[src/rtl/bpl_pkg.sv]
// ----------------------------------------------------------------------------
// bpl_pkg
// Shared constants, action codes and word types of the buffer pool manager.
// ----------------------------------------------------------------------------
package bpl_pkg;

    // Pool geometry
    localparam int NODES      = 256;
    localparam int NODE_W     = $clog2(NODES);
    localparam int COUNT_W    = $clog2(NODES + 1);
    localparam int DATA_WIDTH = 32;
    localparam int ACTION_W   = 3;

    // Configuration port
    localparam int CFG_ADDR_W = 3;
    localparam int CFG_DATA_W = 32;

    // Action codes; codes 6 and 7 do nothing
    typedef enum logic [ACTION_W-1:0] {
        ACT_TAKE_FREE = 3'd0,
        ACT_PUT_BUSY  = 3'd1,
        ACT_TAKE_BUSY = 3'd2,
        ACT_PUT_FREE  = 3'd3,
        ACT_PUSH      = 3'd4,
        ACT_POP       = 3'd5
    } action_t;

    // Command word
    typedef struct packed {
        logic [ACTION_W-1:0]   action;
        logic [NODE_W-1:0]     node_index;
        logic [DATA_WIDTH-1:0] payload_in;
    } cmd_t;

    // Result word
    typedef struct packed {
        logic                  status;
        logic [NODE_W-1:0]     node_out;
        logic [DATA_WIDTH-1:0] payload_out;
        logic [COUNT_W-1:0]    free_total;
        logic [COUNT_W-1:0]    busy_total;
    } rsp_t;

    // Pool size load from the register block
    typedef struct packed {
        logic               load;
        logic [COUNT_W-1:0] size;
    } cfg_t;

    // Link memory access
    typedef struct packed {
        logic              clr;
        logic              rd_en;
        logic [NODE_W-1:0] rd_addr;
        logic              wr_en;
        logic [NODE_W-1:0] wr_addr;
        logic [NODE_W-1:0] wr_data;
    } link_req_t;

    // Payload memory access
    typedef struct packed {
        logic                  rd_en;
        logic [NODE_W-1:0]     rd_addr;
        logic                  wr_en;
        logic [NODE_W-1:0]     wr_addr;
        logic [DATA_WIDTH-1:0] wr_data;
    } pay_req_t;

endpackage

[src/rtl/bpl_link_ram.sv]
// ----------------------------------------------------------------------------
// bpl_link_ram
// Next-link memory. A per-entry valid bit makes an unwritten entry read as
// the in-order chain (index plus one); a clear drops all valid bits at once.
// ----------------------------------------------------------------------------
module bpl_link_ram (
    input  logic                     clk,
    input  logic                     rst_n,
    input  bpl_pkg::link_req_t       req,
    output logic [bpl_pkg::NODE_W-1:0] rd_data
);
    import bpl_pkg::*;

    logic [NODE_W-1:0] mem [NODES];
    logic [NODES-1:0]  valid_reg;
    logic [NODE_W-1:0] rd_mem_reg;
    logic [NODE_W-1:0] rd_addr_reg;
    logic              rd_vld_reg;

    // Link storage
    always_ff @(posedge clk)
    begin
        if (req.wr_en)
        begin
            mem[req.wr_addr] <= req.wr_data;
        end
    end

    // Read data and the address it came from
    always_ff @(posedge clk)
    begin
        if (req.rd_en)
        begin
            rd_mem_reg  <= mem[req.rd_addr];
            rd_addr_reg <= req.rd_addr;
        end
    end

    // Written marks
    always_ff @(posedge clk or negedge rst_n)
    begin
        if (!rst_n)
        begin
            valid_reg  <= '0;
            rd_vld_reg <= 1'b0;
        end
        else
        begin
            if (req.clr)
            begin
                valid_reg <= '0;
            end
            else if (req.wr_en)
            begin
                valid_reg[req.wr_addr] <= 1'b1;
            end
            if (req.rd_en)
            begin
                rd_vld_reg <= valid_reg[req.rd_addr];
            end
        end
    end

    // Unwritten entry reads as the next node in order (wraps at NODES)
    assign rd_data = rd_vld_reg ? rd_mem_reg : NODE_W'(rd_addr_reg + 1'b1);

endmodule

[config.mk]
export PLATFORM = sky130hd
export DESIGN_NAME = bpl_link_ram
export DESIGN_NICKNAME = d
export VERILOG_FILES = /design/src/rtl/bpl_pkg.sv /design/src/rtl/bpl_link_ram.sv
export SDC_FILE = /design/constraint.sdc
export NUM_CORES = 2
export LEC_CHECK = 0
export ABC_AREA = 0
export BUFFER_PORTS_ARGS = -buffer_cell sky130_fd_sc_hd__clkbuf_2
export CORE_ASPECT_RATIO = 0.7
export CORE_MARGIN = 8
export CORE_UTILIZATION = 55
export CTS_CLUSTER_DIAMETER = 50
export CTS_CLUSTER_SIZE = 30
export DETAILED_ROUTE_END_ITERATION = 10
export PLACE_DENSITY = 0.81
export SLEW_MARGIN = 20
export SYNTH_ARGS = -nofsm -noshare
export SYNTH_HDL_FRONTEND = slang
export SYNTH_SLANG_ARGS = --single-unit
[constraint.sdc]
create_clock -name clk -period 4.3 [get_ports clk]
set_input_delay 0.86 -clock clk [delete_from_list [all_inputs] [get_ports clk]]
set_output_delay 0.86 -clock clk [all_outputs]
set_load 0.1 [all_outputs]
---- Yosys cells after proc, flatten, opt, wreduce, memory -nomap -nowiden ----
Memories as Yosys holds them, arrays and structs flattened. A register that Yosys moved wholly into a read port is not among the register bits.
Index checks and enable logic that the tools add are counted.
cells by class
  add/sub/neg operators ................... 1
  order comparisons ....................... 3
  multiplexer cells ....................... 9
  bitwise logic cells ..................... 1
  reductions and logical operators ........ 2
operators by type and width
  cell                   number
  $mux W256              2
  $or A256 B256 Y256     1
  $lt A8 B9 Y1 const B   2
  $add A8 B1 Y8 const B  1
  $bmux W1 S8            1
  $demux W1 S8           1
  $ge A8 B1 Y1 const B   1
  $mux W8                1
  $mux W1                4
  $reduce_bool A2 Y1     1
  $logic_and A1 B1 Y1    1
word-level totals
  flip-flop bits (word level) ............. 265
  bits in writable memories ............... 2048
  logic and storage cells ................. 20
  memories ................................ 1
memories
  memory  words  width  rd ports  clocked after Yosys merged registers in  write ports  RTL line            text
  mem     256    8      1         1                                        1            bpl_link_ram.sv:14  logic [NODE_W-1:0] mem [NODES];

---- Longest topological paths before layout ----
  depth in word-level cells ............... 7
  mapped depth ............................ 12
  gate-level depth less buffers ........... 7

---- Worst setup path before layout ----
No wires, ideal clock.
  path type ............................... reg-to-output
  start ................................... register rd_addr_reg[2]
  end ..................................... output port rd_data[5] (netlist bit)
  arrival ................................. 2.919 ns
  data required time ...................... 3.440 ns
  slack ................................... 0.521 ns
  cell stages (with the launch flop) ...... 5
  path through ............................ edfxtp_1 -> and3_1 -> nand3_1 -> xor2_1 -> o21ai_0
between the ends
  word-level cells in the longest chain between the ends .. 2
RTL lines
  item                    RTL line            text
  start, declared         bpl_link_ram.sv:17  logic [NODE_W-1:0] rd_addr_reg;
  start signal, assigned  bpl_link_ram.sv:35  rd_addr_reg <= req.rd_addr;
  $add A8 B1 Y8           bpl_link_ram.sv:65  assign rd_data = rd_vld_reg ? rd_mem_reg : NODE_W'(rd_addr_reg + 1'b1);
  $mux W8                 bpl_link_ram.sv:65
  end, declared           bpl_link_ram.sv:10  output logic [bpl_pkg::NODE_W-1:0] rd_data
No other way between the ends.

---- Final worst setup path ----
Same ends and word-level chain as after synthesis.

==> summary.txt <==
Placed design
  • Final GP Congestion: ~0.92
  • Post-DP HPWL: 146 mm
  • I/O Buffers: 36

Drt
  • Drt wl/cell: roughly 32 um
  • Detailed Routing Iterations Pass 1: 7
  • Post-Route WL: 229 mm
  • First DRT Iteration DRCs: ~8.2k
  • Post-route ant nets: 0
  • Vias: 48.2k
  • Vias per cell: 6.85
  • DRC errors left: 0

STA
  • Slew HR: 22.3%
  • Fin crit share: 87.4%
  • Fmax: 0.266 GHz
  • RSZ-0062 raised after global routing: false
  • Worst Clk Skew: 0.0556 ns
  • Finish-stage setup viols: 0
  • Slew Viols, Final: 0
  • Slew @ Worst Pin: between 1 and 1.5 ns
  • WHS: between 0.1 and 0.15 ns
  • Post-layout min period: between 3 and 4 ns
  • Final hold viol count: 0

Die
  • I/O pin count: 37
  • Full die area: ~180,000 um2
  • Rows: 124
  • Core Area: about 160,000 um2
  • DIE HEIGHT: 354 um
  • Starting Density: 55.1%
  • Die X: roughly 500 um

Power and ir drop
  • Max VDD drop: between 300 and 400 uV
  • P_int: 0.0316 W
  • P_sw: 0.00960 W
  • Switching share of power: 23.3%
  • Comb power frac: under 10%
  • Leakage: 32.0 nW
  • Clock share of power: 34.3%
  • PwrDens: 416 nW/um2
  • Sequential share of power: 59.8%
  • Total Power: approximately 0.041 W

Global route
  • Total Routing Usage GR: about a quarter
  • GR Util met2: about 37%
  • Antenna violations before repair: 17
  • Grt ovf: 0
  • Global Route met1 Usage: 37.6%
  • Vias in the first global route: between 40k and 50k
  • Most Used Layer, Global Route: met1
  • First-pass GRT wire length: 332 mm
  • Largest net degree at the start of global routing: 132
  • Grt met3 use: 7.89%

Clock tree
  • Clock Latency Late Sink: 0.82 ns
  • Post-CTS setup buffer count: 0
  • TritonCTS buffer count: 120
  • CTS tree: done
  • Max H-tree Level: 3
  • Post-cts sizing count: 0
  • Clock tree buffer depth: 3
  • Root buffer cell: clkbuf_16
  • CTS Sinks: 2,321
  • Cts hold-fix bufs: 0
  • Worst-path clk slew: 0.11 ns

Synthesis
  • Post-synth EDFFs: a little over 2k
  • YS warnings: 0
  • Synth unique cells: 42
  • Syn Nets: between 4k and 5k
  • Cell Area, Synth: 89,600 um2
  • Seq/Total Area, Yosys: around three quarters
  • Asr flop ratio synth: 11.1%
  • Mapped Cells: 4,569
  • Avg Cell Area, Syn: 19.6 um2
  • Top FF cell, synth: edfxtp_1
  • #FFs+latches synth: 2,321

Critical path
  • CP delay by family, top: buffers and inverters
  • CP required: approximately 3.4 ns
  • Max Fanout on Critical Path: 4
  • Crit-path slowest cell: clkbuf_2
  • Worst path cell trace: and3_1 -> nand3_1 -> xor2_1 -> o21ai_0 -> clkbuf_2
  • Worst setup SP type: register
  • CP max stage delay: 0.57 ns
  • Arr. time, crit path: 2.90 ns
  • Kind of critical path: register to output pin
  • Worst Path Buf+Inv: 1
  • Crit. End Element: output pin

Cells and area
  • Max reg flops: 2,048
  • Area growth syn-to-layout: 10.5%
  • Layout Nets: ~4.8k
  • Layout cell share with drive strength beyond 1: around a quarter

Run status
  • Status: finished clean

Hold path
  • Min-Delay Path Class: input port to asynchronous set/reset pin

Job
  • Max-cap viol count: 0
[cells in the mapped netlist (5+ instances only)]
cell type | instances | area (um2)
a21oi_1 | 132 | 661
mux4_2 | 565 | 12700
nor2b_1 | 13 | 81.3
buf_1 | 29 | 109
nor3_1 | 8 | 40.0
dfrtp_1 | 257 | 6430
or2_2 | 11 | 68.8
edfxtp_1 | 2064 | 62000
a22oi_1 | 260 | 1950
nand3_1 | 34 | 170
o21ba_2 | 30 | 300
nand2_1 | 42 | 158
nor4_1 | 33 | 206
nor2_1 | 719 | 2700
nand4_1 | 12 | 75.1
o21ai_0 | 7 | 35.0
clkbuf_1 | 184 | 691
o22ai_1 | 21 | 131
mux2i_1 | 31 | 310
a211oi_1 | 5 | 37.5
buf_2 | 61 | 305
o221ai_1 | 10 | 87.6
[power groups by stage]
stage / Sequential, W / Clock, W / Combinational, W
final: 0.0246 / 0.0141 / 0.00246
after global routing: 0.0246 / 0.0149 / 0.00255
after CTS: 0.0246 / 0.0142 / 0.00243
after detailed placement: 0.0251 / 0 / 0.00241
after global placement: 0.0251 / 0 / 0.00235
after floorplan: 0.0251 / 0 / 0.00124
[cells in the final DEF (no fill, tap or decap), drive strengths merged, types with 10 or more instances in the layout]
cell type	synthesis	final
a21oi	132	132
a22oi	260	260
buf	97	339
clkbuf	184	158
clkinv	0	32
dfrtp	257	257
diode	0	13
edfxtp	2064	2064
inv	5	58
mux2i	31	31
mux4	565	565
nand2	42	42
nand3	34	34
nand4	12	12
nor2	719	719
nor2b	13	13
nor4	33	33
o21ba	30	30
o221ai	10	10
o22ai	21	21
or2	11	11
[logic make-up (layout without fill, tap and decap cells)]
logic type	after synthesis	in the layout	synth area share, %
buffers and inverters	286	605	1.33
AOI/OAI and AO/OA	474	474	3.67
muxes	599	599	14.6
and+or+nand+nor	882	882	3.98
other	0	13	0
DFF	2321	2321	76.4
xor gates and xnor gates	6	6	0.0587
adders and majority gates	1	1	0.0140
[through the flow]
| stage | setup TNS (ns) | instances | worst slack (ns) | utilization (%) | area [um2] |
|---|---|---|---|---|---|
| 2_1_floorplan | 0 | 4569 | 0.521 | - | 89600 |
| 3_3_place_gp | -0.210 | 6801 | -0.126 | 58.1 | 94500 |
| 3_5_place_dp | -0.00439 | 6801 | -0.00439 | 58.1 | 94500 |
| 4_1_cts | 0 | 7030 | 0.538 | 60.8 | 98900 |
| 5_1_grt | 0 | 7039 | 0.454 | 60.9 | 99000 |
| 6_report | 0 | 7043 | 0.542 | 60.9 | 99000 |
[worst paths after layout]
check | from | end | slack [ns] | cells after the start
setup / recovery | rd_addr_reg[2] | rd_data[5] | 0.54 | 5
hold / removal | rst_n | valid_reg[10] | 0.14 | 1
setup reg to reg | mem[167][6] | rd_mem_reg[6] | 1.00 | 7
hold reg to reg | valid_reg[189] | valid_reg[189] | 0.51 | 2
max in group asynchronous | rst_n | valid_reg[160] | 3.12 | 2
min in group clk | req[24] | rd_addr_reg[7] | 0.43 | 1
[area by class of cell]
| cell class | count | area, um2 |
|---|---|---|
| Inverter | 5 | 18.8 |
| Antenna cell | 13 | 32.5 |
| Clock inverter | 103 | 1350 |
| Timing Repair Buffer | 371 | 3390 |
| Multi-Input combinational cell | 1962 | 20000 |
| Sequential cell | 2321 | 68400 |
| Tap cell | 2142 | 2680 |
| Fill cell | 10700 | 63600 |
| Clock buffer | 126 | 3060 |
[metal layers]
layer / part of all wire [%] / wire length [um]
met1: 37 / 84600
met2: 44 / 102000
met3: 15 / 35000
met4: 3.3 / 7550
met5: 0.018 / 41
No activity file was read; power rests on OpenSTA's default activity.
