## src/rtl/bpl_pkg.sv

```systemverilog
// ----------------------------------------------------------------------------
// bpl_pkg
// Shared constants, action codes and word types of the buffer pool manager.
// ----------------------------------------------------------------------------
package bpl_pkg;

    // Pool geometry
    localparam int NODES      = 256;
    localparam int NODE_W     = $clog2(NODES);
    localparam int COUNT_W    = $clog2(NODES + 1);
    localparam int DATA_WIDTH = 32;
    localparam int ACTION_W   = 3;

    // Configuration port
    localparam int CFG_ADDR_W = 3;
    localparam int CFG_DATA_W = 32;

    // Action codes; codes 6 and 7 do nothing
    typedef enum logic [ACTION_W-1:0] {
        ACT_TAKE_FREE = 3'd0,
        ACT_PUT_BUSY  = 3'd1,
        ACT_TAKE_BUSY = 3'd2,
        ACT_PUT_FREE  = 3'd3,
        ACT_PUSH      = 3'd4,
        ACT_POP       = 3'd5
    } action_t;

    // Command word
    typedef struct packed {
        logic [ACTION_W-1:0]   action;
        logic [NODE_W-1:0]     node_index;
        logic [DATA_WIDTH-1:0] payload_in;
    } cmd_t;

    // Result word
    typedef struct packed {
        logic                  status;
        logic [NODE_W-1:0]     node_out;
        logic [DATA_WIDTH-1:0] payload_out;
        logic [COUNT_W-1:0]    free_total;
        logic [COUNT_W-1:0]    busy_total;
    } rsp_t;

    // Pool size load from the register block
    typedef struct packed {
        logic               load;
        logic [COUNT_W-1:0] size;
    } cfg_t;

    // Link memory access
    typedef struct packed {
        logic              clr;
        logic              rd_en;
        logic [NODE_W-1:0] rd_addr;
        logic              wr_en;
        logic [NODE_W-1:0] wr_addr;
        logic [NODE_W-1:0] wr_data;
    } link_req_t;

    // Payload memory access
    typedef struct packed {
        logic                  rd_en;
        logic [NODE_W-1:0]     rd_addr;
        logic                  wr_en;
        logic [NODE_W-1:0]     wr_addr;
        logic [DATA_WIDTH-1:0] wr_data;
    } pay_req_t;

endpackage

```

## src/rtl/bpl_list_ctrl.sv

```systemverilog
// ----------------------------------------------------------------------------
// bpl_list_ctrl
// Free and busy list registers and the two-step sequencer: read the head's
// link and payload, then update the lists and write back at most one link
// and one payload word.
// ----------------------------------------------------------------------------
module bpl_list_ctrl (
    input  logic                          clk,
    input  logic                          rst_n,
    input  logic                          start,
    output logic                          busy,
    input  bpl_pkg::cmd_t                 cmd,
    input  bpl_pkg::cfg_t                 cfg,
    output bpl_pkg::link_req_t            link_req,
    input  logic [bpl_pkg::NODE_W-1:0]    link_rd,
    output bpl_pkg::pay_req_t             pay_req,
    input  logic [bpl_pkg::DATA_WIDTH-1:0] pay_rd,
    output logic                          done,
    output bpl_pkg::rsp_t                 result
);
    import bpl_pkg::*;

    typedef enum logic [1:0] {
        ST_IDLE = 2'b01,
        ST_EXEC = 2'b10
    } state_t;

    state_t             state_reg, state_next;
    cmd_t               cmd_reg;
    rsp_t               result_reg, result_next;
    logic               done_reg;

    logic [NODE_W-1:0]  free_head_reg, free_head_next;
    logic [NODE_W-1:0]  free_tail_reg, free_tail_next;
    logic [COUNT_W-1:0] free_count_reg, free_count_next;
    logic [NODE_W-1:0]  busy_head_reg, busy_head_next;
    logic [NODE_W-1:0]  busy_tail_reg, busy_tail_next;
    logic [COUNT_W-1:0] busy_count_reg, busy_count_next;

    logic               accept;
    logic               exec;
    logic               take_free, take_busy;
    logic               free_ok, busy_ok;
    logic               empty;
    logic               put_free, put_busy;
    logic               free_link, busy_link;
    logic [NODE_W-1:0]  put_free_node, put_busy_node;

    assign exec   = (state_reg == ST_EXEC);
    assign busy   = exec;
    assign accept = start && (state_reg == ST_IDLE);

    // Sequencer
    always_comb
    begin
        state_next = state_reg;
        unique case (state_reg)
            ST_IDLE:
            begin
                if (accept)
                begin
                    state_next = ST_EXEC;
                end
            end
            ST_EXEC:
            begin
                state_next = ST_IDLE;
            end
            default:
            begin
                state_next = ST_IDLE;
            end
        endcase
    end

    // Action decode in the update step
    always_comb
    begin
        take_free = exec && (cmd_reg.action == ACT_TAKE_FREE || cmd_reg.action == ACT_PUSH);
        take_busy = exec && (cmd_reg.action == ACT_TAKE_BUSY || cmd_reg.action == ACT_POP);
        free_ok   = take_free && (free_count_reg != '0);
        busy_ok   = take_busy && (busy_count_reg != '0);
        empty     = (take_free && !free_ok) || (take_busy && !busy_ok);

        put_free      = (exec && cmd_reg.action == ACT_PUT_FREE)
                     || (busy_ok && cmd_reg.action == ACT_POP);
        put_free_node = (cmd_reg.action == ACT_POP) ? busy_head_reg : cmd_reg.node_index;
        put_busy      = (exec && cmd_reg.action == ACT_PUT_BUSY)
                     || (free_ok && cmd_reg.action == ACT_PUSH);
        put_busy_node = (cmd_reg.action == ACT_PUSH) ? free_head_reg : cmd_reg.node_index;

        // A full list drops the put
        free_link = put_free && (free_count_reg != COUNT_W'(NODES));
        busy_link = put_busy && (busy_count_reg != COUNT_W'(NODES));
    end

    // Memory requests and list updates
    always_comb
    begin
        // Reads issued on accept: link of the head to be taken, busy payload
        pay_req.rd_en    = accept;
        pay_req.rd_addr  = busy_head_reg;
        link_req.clr     = cfg.load;
        link_req.rd_en   = accept;
        link_req.rd_addr = (cmd.action == ACT_TAKE_FREE || cmd.action == ACT_PUSH)
                         ? free_head_reg : busy_head_reg;

        free_head_next  = free_head_reg;
        free_tail_next  = free_tail_reg;
        free_count_next = free_count_reg;
        busy_head_next  = busy_head_reg;
        busy_tail_next  = busy_tail_reg;
        busy_count_next = busy_count_reg;

        // Take from the head
        if (free_ok)
        begin
            if (free_count_reg > COUNT_W'(1))
            begin
                free_head_next = link_rd;
            end
            free_count_next = free_count_reg - 1'b1;
        end
        if (busy_ok)
        begin
            if (busy_count_reg > COUNT_W'(1))
            begin
                busy_head_next = link_rd;
            end
            busy_count_next = busy_count_reg - 1'b1;
        end

        // Append at the tail
        if (free_link)
        begin
            if (free_count_reg == '0)
            begin
                free_head_next = put_free_node;
            end
            free_tail_next  = put_free_node;
            free_count_next = free_count_reg + 1'b1;
        end
        if (busy_link)
        begin
            if (busy_count_reg == '0)
            begin
                busy_head_next = put_busy_node;
            end
            busy_tail_next  = put_busy_node;
            busy_count_next = busy_count_reg + 1'b1;
        end

        // At most one link write: the two puts never meet in one action
        link_req.wr_en   = (free_link && free_count_reg != '0)
                        || (busy_link && busy_count_reg != '0);
        link_req.wr_addr = free_link ? free_tail_reg : busy_tail_reg;
        link_req.wr_data = free_link ? put_free_node : put_busy_node;

        pay_req.wr_en   = put_busy;
        pay_req.wr_addr = put_busy_node;
        pay_req.wr_data = cmd_reg.payload_in;

        // Result word
        result_next.status      = empty;
        result_next.node_out    = free_ok ? free_head_reg
                                : (busy_ok ? busy_head_reg : '0);
        result_next.payload_out = busy_ok ? pay_rd : '0;
        result_next.free_total  = free_count_next;
        result_next.busy_total  = busy_count_next;
    end

    // Control and list registers
    always_ff @(posedge clk or negedge rst_n)
    begin
        if (!rst_n)
        begin
            state_reg      <= ST_IDLE;
            done_reg       <= 1'b0;
            free_head_reg  <= '0;
            free_tail_reg  <= NODE_W'(NODES - 1);
            free_count_reg <= COUNT_W'(NODES);
            busy_head_reg  <= '0;
            busy_tail_reg  <= '0;
            busy_count_reg <= '0;
        end
        else
        begin
            state_reg <= state_next;
            done_reg  <= exec;
            priority if (cfg.load)
            begin
                free_head_reg  <= '0;
                free_tail_reg  <= NODE_W'(cfg.size - 1'b1);
                free_count_reg <= cfg.size;
                busy_head_reg  <= '0;
                busy_tail_reg  <= '0;
                busy_count_reg <= '0;
            end
            else
            begin
                free_head_reg  <= free_head_next;
                free_tail_reg  <= free_tail_next;
                free_count_reg <= free_count_next;
                busy_head_reg  <= busy_head_next;
                busy_tail_reg  <= busy_tail_next;
                busy_count_reg <= busy_count_next;
            end
        end
    end

    // Command and result words
    always_ff @(posedge clk)
    begin
        if (accept)
        begin
            cmd_reg <= cmd;
        end
        if (exec)
        begin
            result_reg <= result_next;
        end
    end

    assign done   = done_reg;
    assign result = result_reg;

`ifndef NO_ASSERTIONS
    // Each result follows exactly one update step
    a_done_after_exec: assert property (@(posedge clk) disable iff (!rst_n)
        exec |=> done)
        else $error("result strobe missing after update step");

    // Counts never exceed the pool
    a_free_count_range: assert property (@(posedge clk) disable iff (!rst_n)
        free_count_reg <= COUNT_W'(NODES))
        else $error("free count out of range");

    a_busy_count_range: assert property (@(posedge clk) disable iff (!rst_n)
        busy_count_reg <= COUNT_W'(NODES))
        else $error("busy count out of range");

    // An empty take reports no node and no payload
    a_empty_clean: assert property (@(posedge clk) disable iff (!rst_n)
        (done && result.status) |-> (result.node_out == '0 && result.payload_out == '0))
        else $error("empty status with node or payload");

    // A single action moves the free count by at most one
    a_count_step: assert property (@(posedge clk) disable iff (!rst_n)
        (exec && !cfg.load) |=> ((free_count_reg == $past(free_count_reg))
            || (free_count_reg == $past(free_count_reg) + 1'b1)
            || (free_count_reg == $past(free_count_reg) - 1'b1)))
        else $error("free count jumped");
`endif

endmodule

```

## config.mk

```make
export PLATFORM = sky130hd
export DESIGN_NAME = bpl_list_ctrl
export DESIGN_NICKNAME = d
export VERILOG_FILES = /design/src/rtl/bpl_pkg.sv /design/src/rtl/bpl_list_ctrl.sv
export SDC_FILE = /design/constraint.sdc
export NUM_CORES = 1
export LEC_CHECK = 0
export BUFFER_PORTS_ARGS = -buffer_cell sky130_fd_sc_hd__buf_2
export CAP_MARGIN = 20
export CORE_MARGIN = 2
export CORE_UTILIZATION = 25
export DETAILED_ROUTE_END_ITERATION = 8
export HOLD_SLACK_MARGIN = 0.15
export PLACE_DENSITY = 0.42
export RECOVER_POWER = 25
export REMOVE_ABC_BUFFERS = 1
export SYNTH_ARGS = -nofsm -noshare
export SYNTH_HDL_FRONTEND = slang
export SYNTH_SLANG_ARGS = --single-unit
export TNS_END_PERCENT = 1
```

## constraint.sdc

```tcl
create_clock -name clk -period 6.27 [get_ports clk]
set_input_delay 0.627 -clock clk [delete_from_list [all_inputs] [get_ports clk]]
set_output_delay 0.627 -clock clk [all_outputs]
set_load 0.1 [all_outputs]
```

---- After elaboration in Yosys (flattened, before gate mapping) ----
Cells that the tools add are included.
operators by class
  add/sub/neg operators ................... 5
  multiply operators ...................... 0
  divide/modulo/power cells ............... 0
  magnitude comparators ................... 2
  equal/unequal tests ..................... 11
  shift operators ......................... 0
  mux-type cells .......................... 29
  bitwise operators ....................... 0
  reduce and logical (&&, ||, !) cells .... 32
operators by type and width
  kind                 number
  $mux 8               21
  $mux 9               6
  $add 9x1->9 const B  2
  $gt 9x1->1 const B   2
  $logic_not 9->1      2
  $ne 9x9->1 const B   2
  $reduce_bool 9->1    2
  $sub 9x1->9 const B  2
  $logic_and 1x1->1    15
  $eq 3x3->1 const B   3
  $sub 8x1->8 const B  1
  $logic_or 1x1->1     7
  $eq 3x2->1 const B   2
  $logic_not 3->1      2
  $mux 2               2
  $reduce_bool 2->1    2
  $eq 3x1->1 const B   1
  $eq 2x1->1 const B   1
  $eq 2x2->1 const B   1
  $logic_not 1->1      2
  $ne 2x2->1 const B   1
storage, ports and cells
  flip-flop bits (word level) ............. 155
  bits in latches ......................... 0
  RAM bits ................................ 0
  bits in read-only memories .............. 0
  memories kept ........................... 0

---- Logic depth before layout (Yosys ltp) ----
  word-level depth ........................ 9
  gate-level depth with buffers ........... 10
  depth with buffers taken out ............ 8

---- Least setup slack after synthesis ----
Ideal clock, no wire load.
  path type ............................... register to output
  start point ............................. register state_reg[1]
  end point ............................... output link_req[16] in the netlist's numbering
  arrival time ............................ 6.645 ns
  path slack .............................. -1.002 ns
  cell stages (with the launch flop) ...... 6
  buffers on the path ..................... 1
  cell sequence ........................... dfrtp_1 -> nor2b_1 -> and2_1 -> buf_1 -> o21ai_2 -> o22ai_1
RTL lines
  element                   line                  RTL
  start: declaration        bpl_list_ctrl.sv:28   state_t state_reg, state_next;
  start signal: assignment  bpl_list_ctrl.sv:188  state_reg <= state_next;
  end: declaration          bpl_list_ctrl.sv:14   output bpl_pkg::link_req_t link_req,

==> metrics.log <==
INFO  metric max_slew_vio_count = 78
INFO  metric first_pass_iters = 4
INFO  metric cts.sink_count = 155
INFO  metric cpMaxStageDelayCell = sky130_fd_sc_hd__nor2b_1
INFO  metric floorplan.initialDensity = 25.3%
INFO  metric number_of_flip_flops_under_the_largest_register_name = 59
INFO  metric hold_viol = 0
INFO  metric syn2layout_area_growth = 24.2%
INFO  metric synth-async-reset-ratio = 34.2%
INFO  metric die_area = 32200 um^2
INFO  metric synth-adder-area-share = 1.46%
INFO  metric yosys-top-cells-area = sky130_fd_sc_hd__edfxtp_1 40%, sky130_fd_sc_hd__dfrtp_1 14%, sky130_fd_sc_hd__mux2_2 4.1%
INFO  metric final_common_cell = sky130_fd_sc_hd__buf_2
INFO  metric row_count = 64
INFO  metric wl_per_cell = 19.5 um
INFO  metric cts-resized-gates = 0
INFO  metric synth.top_cell.area_share = 39.8%
INFO  metric finish.cell_count_without_fillers = 1247
INFO  metric p_leak = 4.05 nW
INFO  metric synth_area_in_compound_gates = 12.5%
INFO  metric required_time_of_the_worst_setup_path = 5640 ps
INFO  metric category_of_the_worst_setup_path_capture_point = primary output
INFO  metric crit_path_start_kind = register
INFO  metric yosys.area_share.simple = 13.5%
INFO  metric run_status = finished with violations
INFO  metric final_net_count = 943
INFO  metric worst_skew_pair.late_latency = 420 ps
INFO  metric number_of_enable_flip_flop_cells_after_synthesis = 102
INFO  metric maximum_buffer_depth_of_the_clock_tree = 2
INFO  metric setup_tns_final = 0 ps
INFO  metric totalWireLength = 24300 um
INFO  metric port-buffer-count = 233
INFO  metric worst_min_delay_path_class = input pin to register
INFO  metric grt_remaining_overflow = 0
INFO  metric die-height = 179 um
INFO  metric cell_type_with_the_highest_aggregate_area_in_the_netlist = sky130_fd_sc_hd__edfxtp_1
INFO  metric ir_worst_vdd = 132 uV
INFO  metric tritoncts_buffers = 17
INFO  metric ant_nets = 0
INFO  metric post-cts-setup-buffers = 0
INFO  metric root_buffer = sky130_fd_sc_hd__clkbuf_16
INFO  metric final_period_minus_worst_setup_slack = 4820 ps
INFO  metric drc = 0
INFO  metric most-common-layout-cells = 230 x sky130_fd_sc_hd__buf_2, 102 x sky130_fd_sc_hd__edfxtp_1, 44 x sky130_fd_sc_hd__nor2_1, 43 x sky130_fd_sc_hd__dfrtp_1, 42 x sky130_fd_sc_hd__and3_1
INFO  metric postCtsHoldBufs = 0
INFO  metric holdWs = 378 ps
INFO  metric num_antenna_cells = 0
INFO  metric yosysSeqAreaShare = 57.2%
INFO  metric io_pins = 234
INFO  metric antenna_found_initial = 0
INFO  metric postSynth.topFlopCell = sky130_fd_sc_hd__edfxtp_1
INFO  metric mappedNetlistArea = 7700 um^2
INFO  metric max_freq = 0.208 GHz
INFO  metric combinational_family_with_the_most_area_after_synthesis = simple AND/OR/NAND/NOR gates
INFO  metric synth_cells = 647
INFO  metric skew = 13.1 ps
INFO  metric cp_slowest_stage_delay = 1820 ps
INFO  metric grt_setup_unrepaired = false
INFO  metric grt_pass1_wl = 37200 um
INFO  metric critical_path_arrival = 4190 ps
INFO  metric post_route_cells_drive_above_1_share = 38.4%
INFO  metric distinct_cell_type_count_of_the_synthesized_netlist = 68
INFO  metric maximum_number_of_pins_on_one_net_before_global_route_repair = 78
INFO  metric tritoncts_clock_tree = yes
INFO  metric grt_pass1_vias = 5941
INFO  metric cap_viol_max_count = 2
INFO  metric power-per-cell-area = 288 nW/um^2
INFO  metric htree_levels = 4
INFO  metric total_routing_usage_reported_by_global_routing = 15.0%
INFO  metric synthMuxAreaShare = 6.47%
INFO  metric postSynthRegisterBits = 155
INFO  metric post-layout-total-power = 2.76 mW
INFO  metric globalplace.congestion = 0.820
INFO  metric yosys.area_share.xor_xnor = 1.71%
INFO  metric worst_setup_hold_path_clk_slew = 70 ps
INFO  metric routed-via-count = 5820
INFO  metric finalSetupViolations = 0
INFO  metric numPlacedInstances = 1214
INFO  metric 1st_iter_drt_viols = 376
INFO  metric avgSynthCellArea = 11.9 um^2
INFO  metric tightestPinTransition = 3310 ps
INFO  metric vias_per_cell = 4.67
INFO  metric core_area = 30400 um^2
INFO  metric critPathKind = register to primary output
INFO  metric fillers = 3212
INFO  metric timing.final.crit_share = 76.8%
INFO  metric worst-path-max-fanout = 23
INFO  metric max-slew-margin-rel = -121%
INFO  metric violations = capacitance limit, slew limit
INFO  metric ys.warnings.count = 0
INFO  metric cell_chain_of_the_critical_path = nor2b_1 > and2_1 > o21ai_2 > o22ai_1 > buf_2
INFO  metric die_span_x = 179 um
INFO  metric dp_hpwl = 17200 um
[area by class of cell]
class | count | area [um^2] | area share, %
inverter | 28 | 105 | 1.10
clock inverter | 14 | 146 | 1.53
multi-input combinational | 393 | 2740 | 28.7
clock buffer | 18 | 429 | 4.49
tap | 396 | 495 | 5.18
timing repair buffer | 243 | 1240 | 12.9
sequential | 155 | 4400 | 46.1
[logic make-up (layout without fill, tap and decap cells)]
kind of cell / count (synthesis) / after routing
DFF: 155 / 155
and+or+nand+nor: 194 / 194
adders and majority gates: 9 / 9
buffers and inverters: 99 / 303
AOI/OAI and AO/OA: 129 / 129
muxes: 46 / 46
xor gates and xnor gates: 15 / 15
[path summary, 6_finish.rpt]
check                                 start                end  slack, ps  cells past startpoint
max                            state_reg[1]       link_req[16]       1450                      5
min reg2reg                free_tail_reg[0]   free_tail_reg[0]        570                      2
min                                 cmd[12]        pay_req[12]        380                      1
min in group asynchronous             rst_n  busy_count_reg[4]       1420                      2
max reg2reg                    state_reg[1]  busy_count_reg[2]       1800                      5
max in group asynchronous             rst_n   free_head_reg[7]       2960                      2
[per-layer routing]
layer	global-route usage, %	vias up	part of all wire [%]	routed length, um
met2	24.3	198	47	11400
met3	3.22	13	5.1	1240
met4	4.33	0	1.6	399
met1	20.2	2850	46	11300
li1	-	2759	-	-
met5	0	-	0	0
[synthesized netlist by cell type, drive strengths merged (5+ instances only)]
cell type / instances
a211oi: 19
a21oi: 38
a221oi: 8
a22o: 8
a31oi: 5
and3: 42
buf: 52
clkbuf: 19
dfrtp: 43
dfstp: 10
edfxtp: 102
ha: 9
inv: 28
mux2: 30
mux2i: 16
nand2: 37
nand3: 9
nand4: 10
nor2: 47
nor2b: 9
nor3: 19
nor4: 5
o211ai: 5
o21ai: 8
o31ai: 14
xnor2: 11
[critical path: cells and delay by family (launching register included)]
family / cells / cell delay, ps
buf+inv: 1 / 500
compound gates: 2 / 640
flops: 1 / 370
simple gates: 2 / 2260
[power breakdown]
group	leakage (nW)	switching (mW)	internal, mW
clock network	0.275	0.454	0.590
registers	1.65	0.0323	1.15
logic	2.12	0.436	0.0933
total	4.05	0.922	1.83
[per-stage QoR]
step	setup slack [ps]	utilization (%)	cell area [um^2]
detailed placement	2280	29.5	8990
finish	1450	31.4	9560
CTS	1800	31.4	9560
global route	1140	31.4	9560
global placement	2430	29.5	8990
floorplan	-951	-	7250
(Power assumes the default switching activity.)
