File: config.mk
export PLATFORM = sky130hd
export DESIGN_NAME = bpl_apb_regs
export DESIGN_NICKNAME = d
export VERILOG_FILES = /design/src/rtl/bpl_pkg.sv /design/src/rtl/bpl_apb_regs.sv
export SDC_FILE = /design/constraint.sdc
export NUM_CORES = 1
export LEC_CHECK = 0
export ABC_CLOCK_PERIOD_IN_PS = 1800
export BUFFER_PORTS_ARGS = -buffer_cell sky130_fd_sc_hd__buf_2
export CAP_MARGIN = 10
export CORE_MARGIN = 3
export CORE_UTILIZATION = 33
export DETAILED_ROUTE_END_ITERATION = 10
export HOLD_SLACK_MARGIN = 0.05
export PLACE_DENSITY = 0.79
export SYNTH_ARGS = -nofsm -noshare
export SYNTH_HDL_FRONTEND = slang
export SYNTH_SLANG_ARGS = --single-unit
File: constraint.sdc
create_clock -name clk -period 1.8 [get_ports clk]
set_clock_uncertainty 0.15 [all_clocks]
set_input_delay 0.54 -clock clk [delete_from_list [all_inputs] [get_ports clk]]
set_output_delay 0.54 -clock clk [all_outputs]
set_load 0.03 [all_outputs]
File: src/rtl/bpl_pkg.sv
// ----------------------------------------------------------------------------
// bpl_pkg
// Shared constants, action codes and word types of the buffer pool manager.
// ----------------------------------------------------------------------------
package bpl_pkg;

    // Pool geometry
    localparam int NODES      = 256;
    localparam int NODE_W     = $clog2(NODES);
    localparam int COUNT_W    = $clog2(NODES + 1);
    localparam int DATA_WIDTH = 32;
    localparam int ACTION_W   = 3;

    // Configuration port
    localparam int CFG_ADDR_W = 3;
    localparam int CFG_DATA_W = 32;

    // Action codes; codes 6 and 7 do nothing
    typedef enum logic [ACTION_W-1:0] {
        ACT_TAKE_FREE = 3'd0,
        ACT_PUT_BUSY  = 3'd1,
        ACT_TAKE_BUSY = 3'd2,
        ACT_PUT_FREE  = 3'd3,
        ACT_PUSH      = 3'd4,
        ACT_POP       = 3'd5
    } action_t;

    // Command word
    typedef struct packed {
        logic [ACTION_W-1:0]   action;
        logic [NODE_W-1:0]     node_index;
        logic [DATA_WIDTH-1:0] payload_in;
    } cmd_t;

    // Result word
    typedef struct packed {
        logic                  status;
        logic [NODE_W-1:0]     node_out;
        logic [DATA_WIDTH-1:0] payload_out;
        logic [COUNT_W-1:0]    free_total;
        logic [COUNT_W-1:0]    busy_total;
    } rsp_t;

    // Pool size load from the register block
    typedef struct packed {
        logic               load;
        logic [COUNT_W-1:0] size;
    } cfg_t;

    // Link memory access
    typedef struct packed {
        logic              clr;
        logic              rd_en;
        logic [NODE_W-1:0] rd_addr;
        logic              wr_en;
        logic [NODE_W-1:0] wr_addr;
        logic [NODE_W-1:0] wr_data;
    } link_req_t;

    // Payload memory access
    typedef struct packed {
        logic                  rd_en;
        logic [NODE_W-1:0]     rd_addr;
        logic                  wr_en;
        logic [NODE_W-1:0]     wr_addr;
        logic [DATA_WIDTH-1:0] wr_data;
    } pay_req_t;

endpackage

File: src/rtl/bpl_apb_regs.sv
// ----------------------------------------------------------------------------
// bpl_apb_regs
// APB register block holding pool_size; a write clamps the value and
// signals the list controller to rebuild the lists.
// ----------------------------------------------------------------------------
module bpl_apb_regs (
    input  logic                           clk,
    input  logic                           rst_n,
    input  logic                           psel,
    input  logic                           penable,
    input  logic                           pwrite,
    input  logic [bpl_pkg::CFG_ADDR_W-1:0] paddr,
    input  logic [bpl_pkg::CFG_DATA_W-1:0] pwdata,
    output logic [bpl_pkg::CFG_DATA_W-1:0] prdata,
    output logic                           pready,
    output bpl_pkg::cfg_t                  cfg
);
    import bpl_pkg::*;

    localparam logic ADDR_POOL_SIZE = 1'b0;

    logic [COUNT_W-1:0] pool_size_reg;
    logic [COUNT_W-1:0] size_clamped;
    logic               wr_hit;

    assign pready = 1'b1;
    assign wr_hit = psel && penable && pwrite && (paddr[2] == ADDR_POOL_SIZE);

    // Only the low COUNT_W bits count: zero counts as one, anything above the pool counts as the pool
    always_comb
    begin
        size_clamped = pwdata[COUNT_W-1:0];
        if (size_clamped == '0)
        begin
            size_clamped = COUNT_W'(1);
        end
        else if (size_clamped > COUNT_W'(NODES))
        begin
            size_clamped = COUNT_W'(NODES);
        end
    end

    always_ff @(posedge clk or negedge rst_n)
    begin
        if (!rst_n)
        begin
            pool_size_reg <= COUNT_W'(NODES);
        end
        else if (wr_hit)
        begin
            pool_size_reg <= size_clamped;
        end
    end

    // Read back
    assign prdata = (paddr[2] == ADDR_POOL_SIZE) ? CFG_DATA_W'(pool_size_reg) : '0;

    assign cfg.load = wr_hit;
    assign cfg.size = size_clamped;

endmodule

# --- Yosys cells after proc, flatten, opt, wreduce, memory -nomap -nowiden ---
# Cells that the tools add are included.
totals:
  regBits: 9
  input_bits: 40
  output_inout_bits: 43
  elab_cells: 10
classes:
  n_lt_le_gt_ge: 1
  mux: 3
  bitwise: 1
  reduce_logical: 4
ops:
  columns: ["op", "n"]
  rows:
  - ["9-bit 2-to-1 mux", 3]
  - ["9-bit greater-than comparator (second input constant)", 1]
  - ["9-bit zero test", 1]
  - ["1-bit logical AND", 3]
  - ["1-bit inverter", 1]

# --- Longest topological paths before layout ---
# Gate-level depths: netlist of the first run.
logic_depth:
  word_depth: 3
  ltp_mapped: 4
  depth_no_buf: 3

# --- Worst setup path after synthesis of the first run ---
# No wires, ideal clock.
synth_path:
  kind: "input port to output port"
  start: "in pwdata[5] (netlist name)"
  end: "out cfg[0] (netlist name)"
  arrival_ns: 1.310
  required_ns: 1.110
  path_slack_ns: -0.200
  cell_stages: 3
  n_path_buf: 0
  cell_sequence: "nor4_1 a21oi_1 nor2_1"
synth_rtl:
  columns: ["element", "line_no", "text"]
  rows:
  - ["start: declaration", "bpl_apb_regs.sv:13", "input logic [bpl_pkg::CFG_DATA_W-1:0] pwdata,"]
  - ["end: declaration", "bpl_apb_regs.sv:16", "output bpl_pkg::cfg_t cfg"]

==> results.md, run 1 <==
GRT:
- Entering global routing, the biggest net connects 12 pins.
- The remaining global-route overflow is 0.
- For this run, the total global-route usage over all layers was measured as 0.1076.
- The number of antenna violations at the first check in global routing is 0.
- The number of global-route vias before repair was 500.
- The first global-routing pass estimated 2194 um of wire.

Logic synthesis:
- The area share of the largest cell type after synthesis is 0.2707.
- The share of async-settable or async-resettable flops after synthesis is 1.000.
- The area of the mapped netlist is 739.5 um^2.
- The share of the Yosys chip area taken by registers is 0.3063.
- For this run, the number of Yosys warnings is 0.
- The count of different cell masters after synthesis is 19.
- By instance count, the leading cell after synthesis is sky130_fd_sc_hd__buf_4.
- Ranked by total cell area, the synthesized netlist is headed by sky130_fd_sc_hd__dfrtp_1 (27%), sky130_fd_sc_hd__buf_4 (25%), sky130_fd_sc_hd__mux2_4 (14%), sky130_fd_sc_hd__and2b_2 (11%), sky130_fd_sc_hd__nor2b_1 (5.9%).
- The post-synthesis area per instance is 10.41 um^2.
- The cell type with the highest aggregate area in the netlist is sky130_fd_sc_hd__dfrtp_1.
- Counting flops with a built-in enable in the synthesized netlist gives 0.
- The synthesized instance count is 71.
- In the synthesized netlist the dominant register cell turns out to be sky130_fd_sc_hd__dfrtp_1.
- Counting instances in the post-synthesis netlist gives the leading cell types as sky130_fd_sc_hd__buf_4 (25), sky130_fd_sc_hd__and2b_2 (9), sky130_fd_sc_hd__dfrtp_1 (8).
- Counting flops and latches in the post-synthesis netlist gives 9.

Timing:
- The share of the cycle needed by the critical path after routing is 1.092.
- The number of max-slew violations in the final report is 0.
- The number of hold-slack violations in the final timing report is 0.
- Once routing completed, OpenROAD measured the worst setup slack at -164.7 ps.
- The minimum period implied by the final worst setup slack is 1965 ps.
- Setup repair after global routing could not meet its margin everywhere.
- The final number of setup-violating endpoints is 1.
- Based on the critical path, the design can be clocked at up to 509.0 MHz.

Placement:
- The final RePlAce weighted congestion is 0.6763.
- The HPWL after detailed placement is 1230 um.
- The instance area after placement is 830.8 um^2.
- The count of buffers inserted at the top-level ports is 33.
- Timing analysis after detailed placement gives a worst setup slack of -367.6 ps.

Floorplan:
- The standard-cell row count is 16.
- 83 I/O pins were placed.
- The die outline height is 53.34 um.
- The initial utilization of the core area, before any placement, comes to 0.3621.
- From left edge to right edge, the die measures 53.34 um.
- The floorplan step defined a core boundary enclosing 2042 um^2.
- The die covers 2845 um^2.

Power:
- The maximum VDD drop is 0.3119 mV.
- The analysis attributes to cell leakage a power of 0.0005515 uW.
- After layout, the design draws a total of 716.6 uW.
- The power density over cell area is 768.8 nW/um^2.

Worst hold path:
- The worst min-delay path class is flip-flop to flip-flop.

Outcome:
- The checks that failed: setup timing.
- The flow ran to the end, but the final reports show violations.

Clocking:
- The root buffer cell chosen for the clock tree is sky130_fd_sc_hd__clkbuf_4.
- The maximum number of buffers from clock root to sink is 2.
- TritonCTS built the clock tree.
- The deepest level of the CTS H-tree is 1.
- The TritonCTS sink count is 9.
- After clock tree synthesis, the clock-pin slew on the worst setup and hold paths is 60 ps.
- For the worst-skew pair, the clock arrives at the later sink with an insertion delay of 250 ps.
- In this run, CTS created clock tree buffers numbering 3.

Setup path:
- Data on the critical path arrives at its endpoint at 1270 ps.
- STA classifies the critical path endpoint as an output pin.
- The required time at the endpoint of the critical path is 1110 ps.
- The worst setup path is launched from a primary input.
- The type of the worst setup path is primary input to output pin.
- In this run the worst path has a maximum fanout of 2.

Cells and area:
- Relative to the synthesized area, the layout overhead comes to 26.06%.
- The fraction of the core area covered by cells at the end of the flow is 0.4565.
- The final layout contains 146 nets.
- The design area is 932.1 um^2.
- The number of diodes added for antenna fixing is 0.
- The number of flip-flops under the largest register name is 9.
- In the final layout, the share of cells above drive strength 1 is 0.5714.

Detailed routing:
- The total length of routed wires is 1597 um.
- After detailed routing, the number of vias per cell comes to 4.038.
- The number of vias after detailed routing is 533.
- The remaining antenna violation count is 0.
- The routed length per instance is 12.10 um.
- The number of detailed-route iterations in the first pass is 2.
- After the first detailed-routing iteration, the DRC count stood at 1.
- In the routed design, unresolved DRC markers number 0.

Flow run:
- Across the run, the number of max-cap violations was 0.
critical path: stages:
cell,delay (ps)
sky130_fd_sc_hd__buf_8,100
sky130_fd_sc_hd__nor4_4,300
sky130_fd_sc_hd__a21oi_2,100
sky130_fd_sc_hd__nor2_2,100
sky130_fd_sc_hd__buf_6,130
power by group:
part	internal (uW)	leakage, uW	switching, uW
combinational	112	0.000422	188
clock	85.4	0.0000150	70.9
sequential	241	0.000115	19.1
total	438	0.000552	278
repair_timing:
item | CTS | global route
endpoints found under the setup margin | 5 | 9
resized for setup | 12 | 6
hold buffers | 1 | 0
hold endpoints to repair | 8 | 0
setup buffers | 0 | 0
pin swaps | 1 | 2
area by class of cell:
cell class,count,area [um^2]
Multi-Input combinational cell,55,405.4
Inverter,1,3.754
Sequential cell,9,226.5
Clock buffer,4,26.28
Tap cell,27,33.78
Timing Repair Buffer,36,236.5
Fill cell,203,1110
worst paths after layout:
| check | start | endpoint | slack (ps) | cells past startpoint |
|---|---|---|---|---|
| max | pwdata[6] | cfg[0] | -160 | 5 |
| min | pool_size_reg[0] | pool_size_reg[0] | 330 | 2 |
| max reg2reg | pool_size_reg[1] | pool_size_reg[1] | 890 | 1 |
| min reg2reg | pool_size_reg[0] | pool_size_reg[0] | 330 | 2 |
| max in group asynchronous | rst_n | pool_size_reg[8] | 740 | 2 |
| min in group asynchronous | rst_n | pool_size_reg[4] | 510 | 2 |
layer usage:
| metal | wire length [um] | share of wire | track usage | vias to the layer above |
|---|---|---|---|---|
| met1 | 551 | 0.35 | 0.1088 | 253 |
| li1 | - | - | - | 242 |
| met3 | 198 | 0.12 | 0.01972 | 0 |
| met5 | 0 | 0 | 0 | - |
| met2 | 847 | 0.53 | 0.2122 | 38 |
| met4 | 0 | 0 | 0.03830 | 0 |
logic make-up after synthesis:
| kind of cell | count (synthesis) | synth area share |
|---|---|---|
| simple gates | 21 | 0.2233 |
| other cells | 2 | 0.01016 |
| flops | 9 | 0.3063 |
| compound gates | 2 | 0.01692 |
| buf+inv | 29 | 0.2859 |
| mux | 8 | 0.1574 |
metrics by stage:
step,hold slack (ps),cells,TNS (ps)
2_1_floorplan,94.41,93,-602.6
3_3_place_gp,246.0,127,-398.0
3_5_place_dp,256.6,127,-450.1
4_1_cts,333.1,132,-176.1
5_1_grt,366.3,132,-408.5
6_report,330.8,132,-164.7
layout by cell type (no fill, tap or decap):
master,instances
sky130_fd_sc_hd__conb_1,24
sky130_fd_sc_hd__buf_2,22
sky130_fd_sc_hd__and2b_2,9
sky130_fd_sc_hd__dfrtp_1,8
sky130_fd_sc_hd__nor2b_1,7
sky130_fd_sc_hd__mux2_4,7
sky130_fd_sc_hd__clkbuf_4,6
sky130_fd_sc_hd__buf_4,6
sky130_fd_sc_hd__buf_6,3
sky130_fd_sc_hd__nor4_4,1
sky130_fd_sc_hd__nor3_1,1
sky130_fd_sc_hd__a21oi_2,1
sky130_fd_sc_hd__nor2_2,1
sky130_fd_sc_hd__nand4b_4,1
sky130_fd_sc_hd__inv_1,1
sky130_fd_sc_hd__nand2_1,1
sky130_fd_sc_hd__o31ai_1,1
sky130_fd_sc_hd__mux2_2,1
sky130_fd_sc_hd__clkbuf_1,1
sky130_fd_sc_hd__dlygate4sd3_1,1
sky130_fd_sc_hd__buf_8,1
sky130_fd_sc_hd__dfstp_2,1
Note: power is estimated with default switching activity, not from simulation.
==> run 2: changes to the inputs <==
Settings changed: ABC_AREA set to 1, CORE_MARGIN 3 to not set, CORE_UTILIZATION 33 to 34, PLACE_DENSITY 0.79 to 0.8.
==> results.md, run 2 <==
Detailed routing:
- The number of vias per cell was 4.027 (was 4.038).
- The number of detailed-route iterations in the first pass is 4 (was 2).
- The remaining antenna violation count is 0 (unchanged).
- The number of vias after detailed routing was 757 (was 533).
- The routed length per instance came to 9.936 um (was 12.10 um).
- The total length of routed wires is 1868 um (was 1597 um).
- The violation count after the first detailed-routing iteration is 12 (was 1).
- The count of unresolved DRC violations after routing was 0 (unchanged).

GRT:
- The number of global-route vias before repair came to 695 (was 500).
- The remaining global-route overflow was 0 (unchanged).
- The global-route usage over all layers was 0.1512 (was 0.1076).
- The number of antenna violations at the first check in global routing is 0 (unchanged).
- The pin count of the biggest net entering global routing is 10 (was 12).
- The first-pass GRT wire length came to 2870 um (was 2194 um).

Cells and area:
- The area added between synthesis and finish was 71.64% (was 26.06%).
- The design area came to 1310 um^2 (was 932.1 um^2).
- The number of flip-flops under the largest register name came to 9 (unchanged).
- Top library cells by usage in the layout, fill and taps aside: sky130_fd_sc_hd__conb_1 (24), sky130_fd_sc_hd__buf_6 (22), sky130_fd_sc_hd__buf_4 (20) (was sky130_fd_sc_hd__conb_1 (24), sky130_fd_sc_hd__buf_2 (22), sky130_fd_sc_hd__and2b_2 (9)).
- The final net count is 202 (was 146).
- The number of diodes added for antenna fixing is 0 (unchanged).
- The leading cell type in the layout, fill and taps excluded is sky130_fd_sc_hd__conb_1 (unchanged).
- The fraction of layout instances using a drive strength above 1 is 0.5155 (was 0.5714).

Power:
- The total power is 792.5 uW (was 716.6 uW).
- The sequential share of power came to 0.321 (was 0.363).
- The cell-internal power is 466.1 uW (was 438.3 uW).
- The power share of the combinational group is 0.497 (was 0.418).
- The switching portion of total power came to 0.4118 (was 0.3883).
- The power density over cell area was 605.0 nW/um^2 (was 768.8 nW/um^2).
- The maximum VDD drop is 0.2995 mV (was 0.3119 mV).
- The power spent charging and discharging nets is 326.4 uW (was 278.3 uW).
- The total leakage power came to 0.0006846 uW (was 0.0005515 uW).
- The share of total power in the clock network is 0.182 (was 0.218).

Clocking:
- The clock tree from TritonCTS was done (unchanged).
- The clock slew seen by the registers of the worst setup and hold paths came to 50 ps (was 60 ps).
- The maximum number of buffers from clock root to sink is 2 (unchanged).
- The TritonCTS sink count is 9 (unchanged).
- The later-pin clock latency in the skew report came to 250 ps (about the same).
- The deepest level of the CTS H-tree came to 1 (unchanged).
- The number of buffers added by the clock tree synthesis step is 3 (unchanged).
- The buffer cell driving the clock tree root is sky130_fd_sc_hd__clkbuf_4 (unchanged).

Logic synthesis:
- The cell type with the highest aggregate area in the netlist is sky130_fd_sc_hd__dfrtp_1 (unchanged).
- The synthesized instance count is 111 (was 71).
- The share of async-settable or async-resettable flops after synthesis is 1.000 (unchanged).
- The portion of the post-synthesis area used by sequential elements is 0.2967 (was 0.3063).
- The count of different cell masters after synthesis is 17 (was 19).
- Most area-consuming cells after synthesis: sky130_fd_sc_hd__dfrtp_1 (26%), sky130_fd_sc_hd__buf_4 (25%), sky130_fd_sc_hd__nor2_1 (11%), sky130_fd_sc_hd__nand2_1 (9.8%), sky130_fd_sc_hd__inv_1 (9.3%) (was sky130_fd_sc_hd__dfrtp_1 (27%), sky130_fd_sc_hd__buf_4 (25%), sky130_fd_sc_hd__mux2_4 (14%), sky130_fd_sc_hd__and2b_2 (11%), sky130_fd_sc_hd__nor2b_1 (5.9%)).
- The most frequently used flop master after synthesis is sky130_fd_sc_hd__dfrtp_1 (unchanged).
- The synthesis-stage register bit count is 9 (unchanged).
- Top post-synthesis cells by count: sky130_fd_sc_hd__buf_4 (25), sky130_fd_sc_hd__nor2_1 (22), sky130_fd_sc_hd__nand2_1 (20) (was sky130_fd_sc_hd__buf_4 (25), sky130_fd_sc_hd__and2b_2 (9), sky130_fd_sc_hd__dfrtp_1 (8)).
- The area share of the largest cell type after synthesis is 0.2623 (was 0.2707).
- The number of synthesis warnings is 0 (unchanged).
- The most common cell in the netlist is sky130_fd_sc_hd__buf_4 (unchanged).
- The area of the mapped netlist is 763.2 um^2 (was 739.5 um^2).
- The count of flip-flops with a built-in enable after synthesis is 0 (unchanged).
- The post-synthesis area per instance came to 6.876 um^2 (was 10.41 um^2).

Floorplan:
- The core outline area is 2042 um^2 (unchanged).
- The die outline height is 49.38 um (was 53.34 um).
- The die outline area is 2438 um^2 (was 2845 um^2).
- The number of placed I/O pins is 83 (unchanged).
- The standard-cell row count is 16 (unchanged).
- The starting density of the core is 0.3738 (was 0.3621).
- The floorplan die width is 49.38 um (was 53.34 um).

Placement:
- The final RePlAce weighted congestion is 0.8033 (was 0.6763).
- The instance area after placement came to 1018 um^2 (was 830.8 um^2).
- The worst slack at placement was -317.5 ps (was -367.6 ps).
- The HPWL after detailed placement is 1366 um (was 1230 um).
- The count of buffers inserted at the top-level ports is 33 (unchanged).

Timing:
- The number of max-slew violations in the final report was 0 (unchanged).
- The final setup slack of the worst path came to -222.0 ps (was -164.7 ps).
- The fmax is 494.6 MHz (was 509.0 MHz).
- The minimum period implied by the final worst setup slack is 2022 ps (was 1965 ps).
- The number of hold-slack violations in the final timing report was 0 (unchanged).
- The final number of setup-violating endpoints was 4 (was 1).
- The share of the cycle needed by the critical path after routing came to 1.123 (was 1.092).
- RSZ-0062 raised after global routing: yes (unchanged).

Setup path:
- The category of the worst setup path capture point is an output pin (unchanged).
- The type of the worst setup path is primary input to output pin (unchanged).
- The maximum fanout along the worst path is 2 (unchanged).
- The standard cell with the maximum stage delay on the critical path is sky130_fd_sc_hd__a21oi_4 (was sky130_fd_sc_hd__nor4_4).
- The buffer and inverter count on the worst path was 2 (unchanged).
- The kind of cell adding the most delay to the critical path is simple AND/OR/NAND/NOR gates (unchanged).
- The first element of the critical path is pwdata[4] (was pwdata[6]).
- The required time at the endpoint of the critical path was 1110 ps (about the same).
- The element type at the critical path start was a primary input (unchanged).
- The arrival time reported for the critical path endpoint came to 1330 ps (was 1270 ps).
- The delay of the slowest cell on the worst path is 150 ps (was 300 ps).
- Cells along the critical path: buf_4, nor2_4, nand2_2, nor2_4, nand2_2, a21oi_4, buf_6 (was buf_8, nor4_4, a21oi_2, nor2_2, buf_6).
- The beginning of the worst register-to-register path is pool_size_reg[8] (was pool_size_reg[1]).

Worst hold path:
- The origin of the worst min-delay path is pool_size_reg[7] (was pool_size_reg[0]).
- The worst min-delay path class is flip-flop to flip-flop (unchanged).

Outcome:
- Status: finished with violations (unchanged).
- Failing checks: setup timing (unchanged).

Flow run:
- The total of max-cap violations is 0 (unchanged).
-- run 2: changes by cell type after synthesis, sizes merged, moves of 2 or more --
cell	before	now
and2b	9	0
inv	1	19
nand3	0	2
nand2	1	20
mux2	8	0
o21ai	0	6
nor2	1	23
nor2b	7	0
-- run 2: layout make-up --
| class | instances | area, um^2 |
|---|---|---|
| repair buffers | 52 | 462.9 |
| inverters | 20 | 80.08 |
| clock buffers | 4 | 26.28 |
| multi-input cells | 76 | 480.5 |
| well taps | 27 | 33.78 |
| fillers | 172 | 732.0 |
| flip-flops and latches | 9 | 226.5 |
-- run 2: layer usage --
layer	vias to the layer above	wire [um]	global-route usage
li1	368	-	-
met1	336	596	0.1491
met2	51	1101	0.3174
met3	2	155	0.02804
met4	0	14	0.02857
met5	-	0	0
-- run 2: repair_timing --
action | 4_1_cts | 5_1_grt
setup buffers | 0 | 1
setup endpoints to repair | 13 | 17
hold endpoints to repair | 8 | 0
hold buffers | 1 | 0
gates resized for setup | 30 | 47
pin swaps | 6 | 10
-- run 2: worst reg2reg max path, delay by kind of cell, from the launching register on --
kind | cells | cell delay (ps)
AOI/OAI and AO/OA | 1 | 80
and+or+nand+nor | 1 | 50
DFF | 1 | 530
-- run 2: cells by family after synthesis --
kind of cell / share of synthesized area
buf+inv: 0.3902
simple gates: 0.2574
flops: 0.2967
compound gates: 0.04590
other cells: 0.009840
-- run 2: worst paths after layout --
check | slack, ps | endpoint | cells after the start
worst max register to register | 910 | pool_size_reg[8] | 2
worst max-delay path | -220 | cfg[0] | 7
worst min-delay path | 340 | pool_size_reg[7] | 2
min in group asynchronous | 530 | pool_size_reg[4] | 2
max in group asynchronous | 730 | pool_size_reg[8] | 2
worst min register to register | 340 | pool_size_reg[7] | 2
-- run 2: power groups by stage --
stage | logic, uW | registers (uW) | clock network [uW]
after floorplan | 260 | 253 | 0
after global placement | 299 | 255 | 0
after detailed placement | 306 | 258 | 0
after CTS | 335 | 255 | 148
after global routing | 421 | 258 | 158
final | 394 | 254 | 144
-- run 2: per-stage QoR --
stage | instances | util | TNS, ps | hold slack (ps)
after global placement | 182 | 0.4988 | -1395 | 236.4
after global routing | 188 | 0.6415 | -935.4 | 369.2
after detailed placement | 182 | 0.4988 | -1510 | 243.4
after CTS | 187 | 0.5643 | -745.3 | 339.7
final | 188 | 0.6415 | -708.8 | 338.5
after floorplan | 133 | - | -210.6 | 94.41
==> run 3: changes to the inputs <==
Settings changed: RECOVER_POWER set to 50.
==> results.md, run 3 (synthesis gave the netlist of run 2 again) <==
Outcome:
- Status: finished with violations (unchanged).
- Failing checks: setup timing (unchanged).

GRT:
- The first-pass GRT wire length is 2870 um (unchanged).
- The number of antenna violations at the first check in global routing is 0 (unchanged).
- The remaining global-route overflow is 0 (unchanged).
- The number of global-route vias before repair was 695 (unchanged).
- The pin count of the biggest net entering global routing is 10 (unchanged).
- The global-route usage over all layers is 0.1512 (unchanged).

Floorplan:
- The standard-cell row count is 16 (unchanged).
- The floorplan die width came to 49.38 um (unchanged).
- The number of placed I/O pins came to 83 (unchanged).
- The die outline area was 2438 um^2 (unchanged).
- The starting density of the core was 0.3738 (unchanged).
- The core outline area is 2042 um^2 (unchanged).
- The die outline height is 49.38 um (unchanged).

Setup path:
- The category of the worst setup path capture point is an output pin (unchanged).
- The maximum fanout along the worst path is 2 (unchanged).
- The element type at the critical path start is a primary input (unchanged).
- The arrival time reported for the critical path endpoint is 1330 ps (about the same).
- The type of the worst setup path is primary input to output pin (unchanged).
- The required time at the endpoint of the critical path was 1110 ps (about the same).

Cells and area:
- Top library cells by usage in the layout, fill and taps aside: sky130_fd_sc_hd__conb_1 (24), sky130_fd_sc_hd__buf_6 (22), sky130_fd_sc_hd__inv_1 (19) (was sky130_fd_sc_hd__conb_1 (24), sky130_fd_sc_hd__buf_6 (22), sky130_fd_sc_hd__buf_4 (20)).
- The number of flip-flops under the largest register name is 9 (unchanged).
- The fraction of layout instances using a drive strength above 1 was 0.4907 (was 0.5155).
- The fraction of the core area covered by cells at the end of the flow was 0.6305 (was 0.6415).
- The final net count was 202 (unchanged).
- The area added between synthesis and finish is 68.69% (was 71.64%).
- The number of diodes added for antenna fixing is 0 (unchanged).
- The leading cell type in the layout, fill and taps excluded was sky130_fd_sc_hd__conb_1 (unchanged).

Detailed routing:
- The number of vias per cell is 4.037 (was 4.027).
- The remaining antenna violation count is 0 (unchanged).
- The number of vias after detailed routing was 759 (was 757).
- The total length of routed wires came to 1869 um (was 1868 um).
- The violation count after the first detailed-routing iteration came to 16 (was 12).
- The count of unresolved DRC violations after routing is 0 (unchanged).
- The number of detailed-route iterations in the first pass is 4 (unchanged).
- The routed length per instance was 9.941 um (was 9.936 um).

Placement:
- The count of buffers inserted at the top-level ports is 33 (unchanged).
- The HPWL after detailed placement is 1366 um (unchanged).
- The final RePlAce weighted congestion is 0.8033 (unchanged).

Clocking:
- The clock tree from TritonCTS is done (unchanged).
- The deepest level of the CTS H-tree is 1 (unchanged).
- The TritonCTS sink count is 9 (unchanged).
- The later-pin clock latency in the skew report is 240 ps (was 250 ps).
- The buffer cell driving the clock tree root is sky130_fd_sc_hd__clkbuf_4 (unchanged).
- The clock slew seen by the registers of the worst setup and hold paths came to 50 ps (about the same).
- The number of buffers added by the clock tree synthesis step was 3 (unchanged).
- The maximum number of buffers from clock root to sink is 2 (unchanged).

Power:
- The total leakage power is 0.0006670 uW (was 0.0006846 uW).
- The maximum VDD drop is 0.2996 mV (was 0.2995 mV).
- The power density over cell area is 611.8 nW/um^2 (was 605.0 nW/um^2).

Timing:
- The final number of setup-violating endpoints is 5 (was 4).
- The final setup slack of the worst path is -222.0 ps (about the same).
- The number of hold-slack violations in the final timing report is 0 (unchanged).
- The accumulated negative setup slack is -880.0 ps (was -708.8 ps).
- The minimum period implied by the final worst setup slack was 2022 ps (about the same).
- The number of max-slew violations in the final report came to 0 (unchanged).
- The share of the cycle needed by the critical path after routing was 1.123 (about the same).
- The final hold slack is 338.9 ps (was 338.5 ps).
- The fmax came to 494.6 MHz (about the same).
- RSZ-0062 raised after global routing: yes (unchanged).

Worst hold path:
- The worst min-delay path class is flip-flop to flip-flop (unchanged).

Flow run:
- The total of max-cap violations is 0 (unchanged).
[run 3: cell types whose count changed in the layout (fill, tap and decap cells not counted)]
| cell | delta |
|---|---|
| sky130_fd_sc_hd__buf_4 | -3 |
| sky130_fd_sc_hd__buf_2 | -1 |
| sky130_fd_sc_hd__nor2_1 | +1 |
| sky130_fd_sc_hd__clkbuf_2 | +1 |
| sky130_fd_sc_hd__nor2_4 | -1 |
| sky130_fd_sc_hd__clkbuf_1 | +3 |
| sky130_fd_sc_hd__clkinv_4 | -1 |
| sky130_fd_sc_hd__clkinvlp_2 | +1 |
| sky130_fd_sc_hd__o21ai_1 | -1 |
| sky130_fd_sc_hd__o21ai_0 | +1 |
[run 3: path summary, 6_finish.rpt]
check	start	end	slack, ps	cells after the start
max in group asynchronous	rst_n	pool_size_reg[8]	540	2
worst max-delay path	pwdata[4]	cfg[0]	-220	7
worst min register to register	pool_size_reg[7]	pool_size_reg[7]	340	2
min in group asynchronous	rst_n	pool_size_reg[4]	610	2
worst max register to register	pool_size_reg[8]	pool_size_reg[8]	900	2
worst min-delay path	pool_size_reg[7]	pool_size_reg[7]	340	2
[run 3: area by class of cell]
type / instances / area (um^2)
timing repair buffer: 52 / 451.7
sequential: 9 / 226.5
tap: 27 / 33.78
inverter: 20 / 76.32
fill: 178 / 754.5
multi-input combinational: 76 / 473.0
clock buffer: 4 / 26.28
[run 3: worst max-delay path, cell delays in order]
cell,delay [ps]
sky130_fd_sc_hd__buf_4,120
sky130_fd_sc_hd__nor2_4,70
sky130_fd_sc_hd__nand2_2,70
sky130_fd_sc_hd__nor2_4,140
sky130_fd_sc_hd__nand2_2,90
sky130_fd_sc_hd__a21oi_4,150
sky130_fd_sc_hd__buf_6,140
[run 3: what timing repair did]
item | in CTS | in global routing
endpoints found under the setup margin | 13 | 17
resized for setup | 30 | 47
buffers inserted | 0 | 1
hold buffers | 1 | 0
hold endpoints to repair | 8 | 0
pin swaps | 6 | 10
[run 3: metrics by stage]
stage / total power [uW] / std cells / instance area [um^2] / worst slack [ps]
final: 787.7 / 188 / 1287 / -222.0
after global routing: 832.5 / 188 / 1287 / -278.5
after CTS: 737.7 / 187 / 1152 / -215.7
after detailed placement: 564.0 / 182 / 1018 / -317.5
after global placement: 553.7 / 182 / 1018 / -306.7
after floorplan: 512.4 / 133 / 922.1 / -44.70
[run 3: where the power goes]
group	total [uW]	internal, uW	switching (uW)
registers	255	240	14.7
clock network	144	84.7	59.3
logic	389	138	251
[run 3: per-layer routing]
layer	vias to the layer above	global-route usage	part of all wire
li1	369	-	-
met1	337	0.1491	0.32
met2	51	0.3174	0.59
met3	2	0.02804	0.079
met4	0	0.02857	0.0075
met5	-	0	0
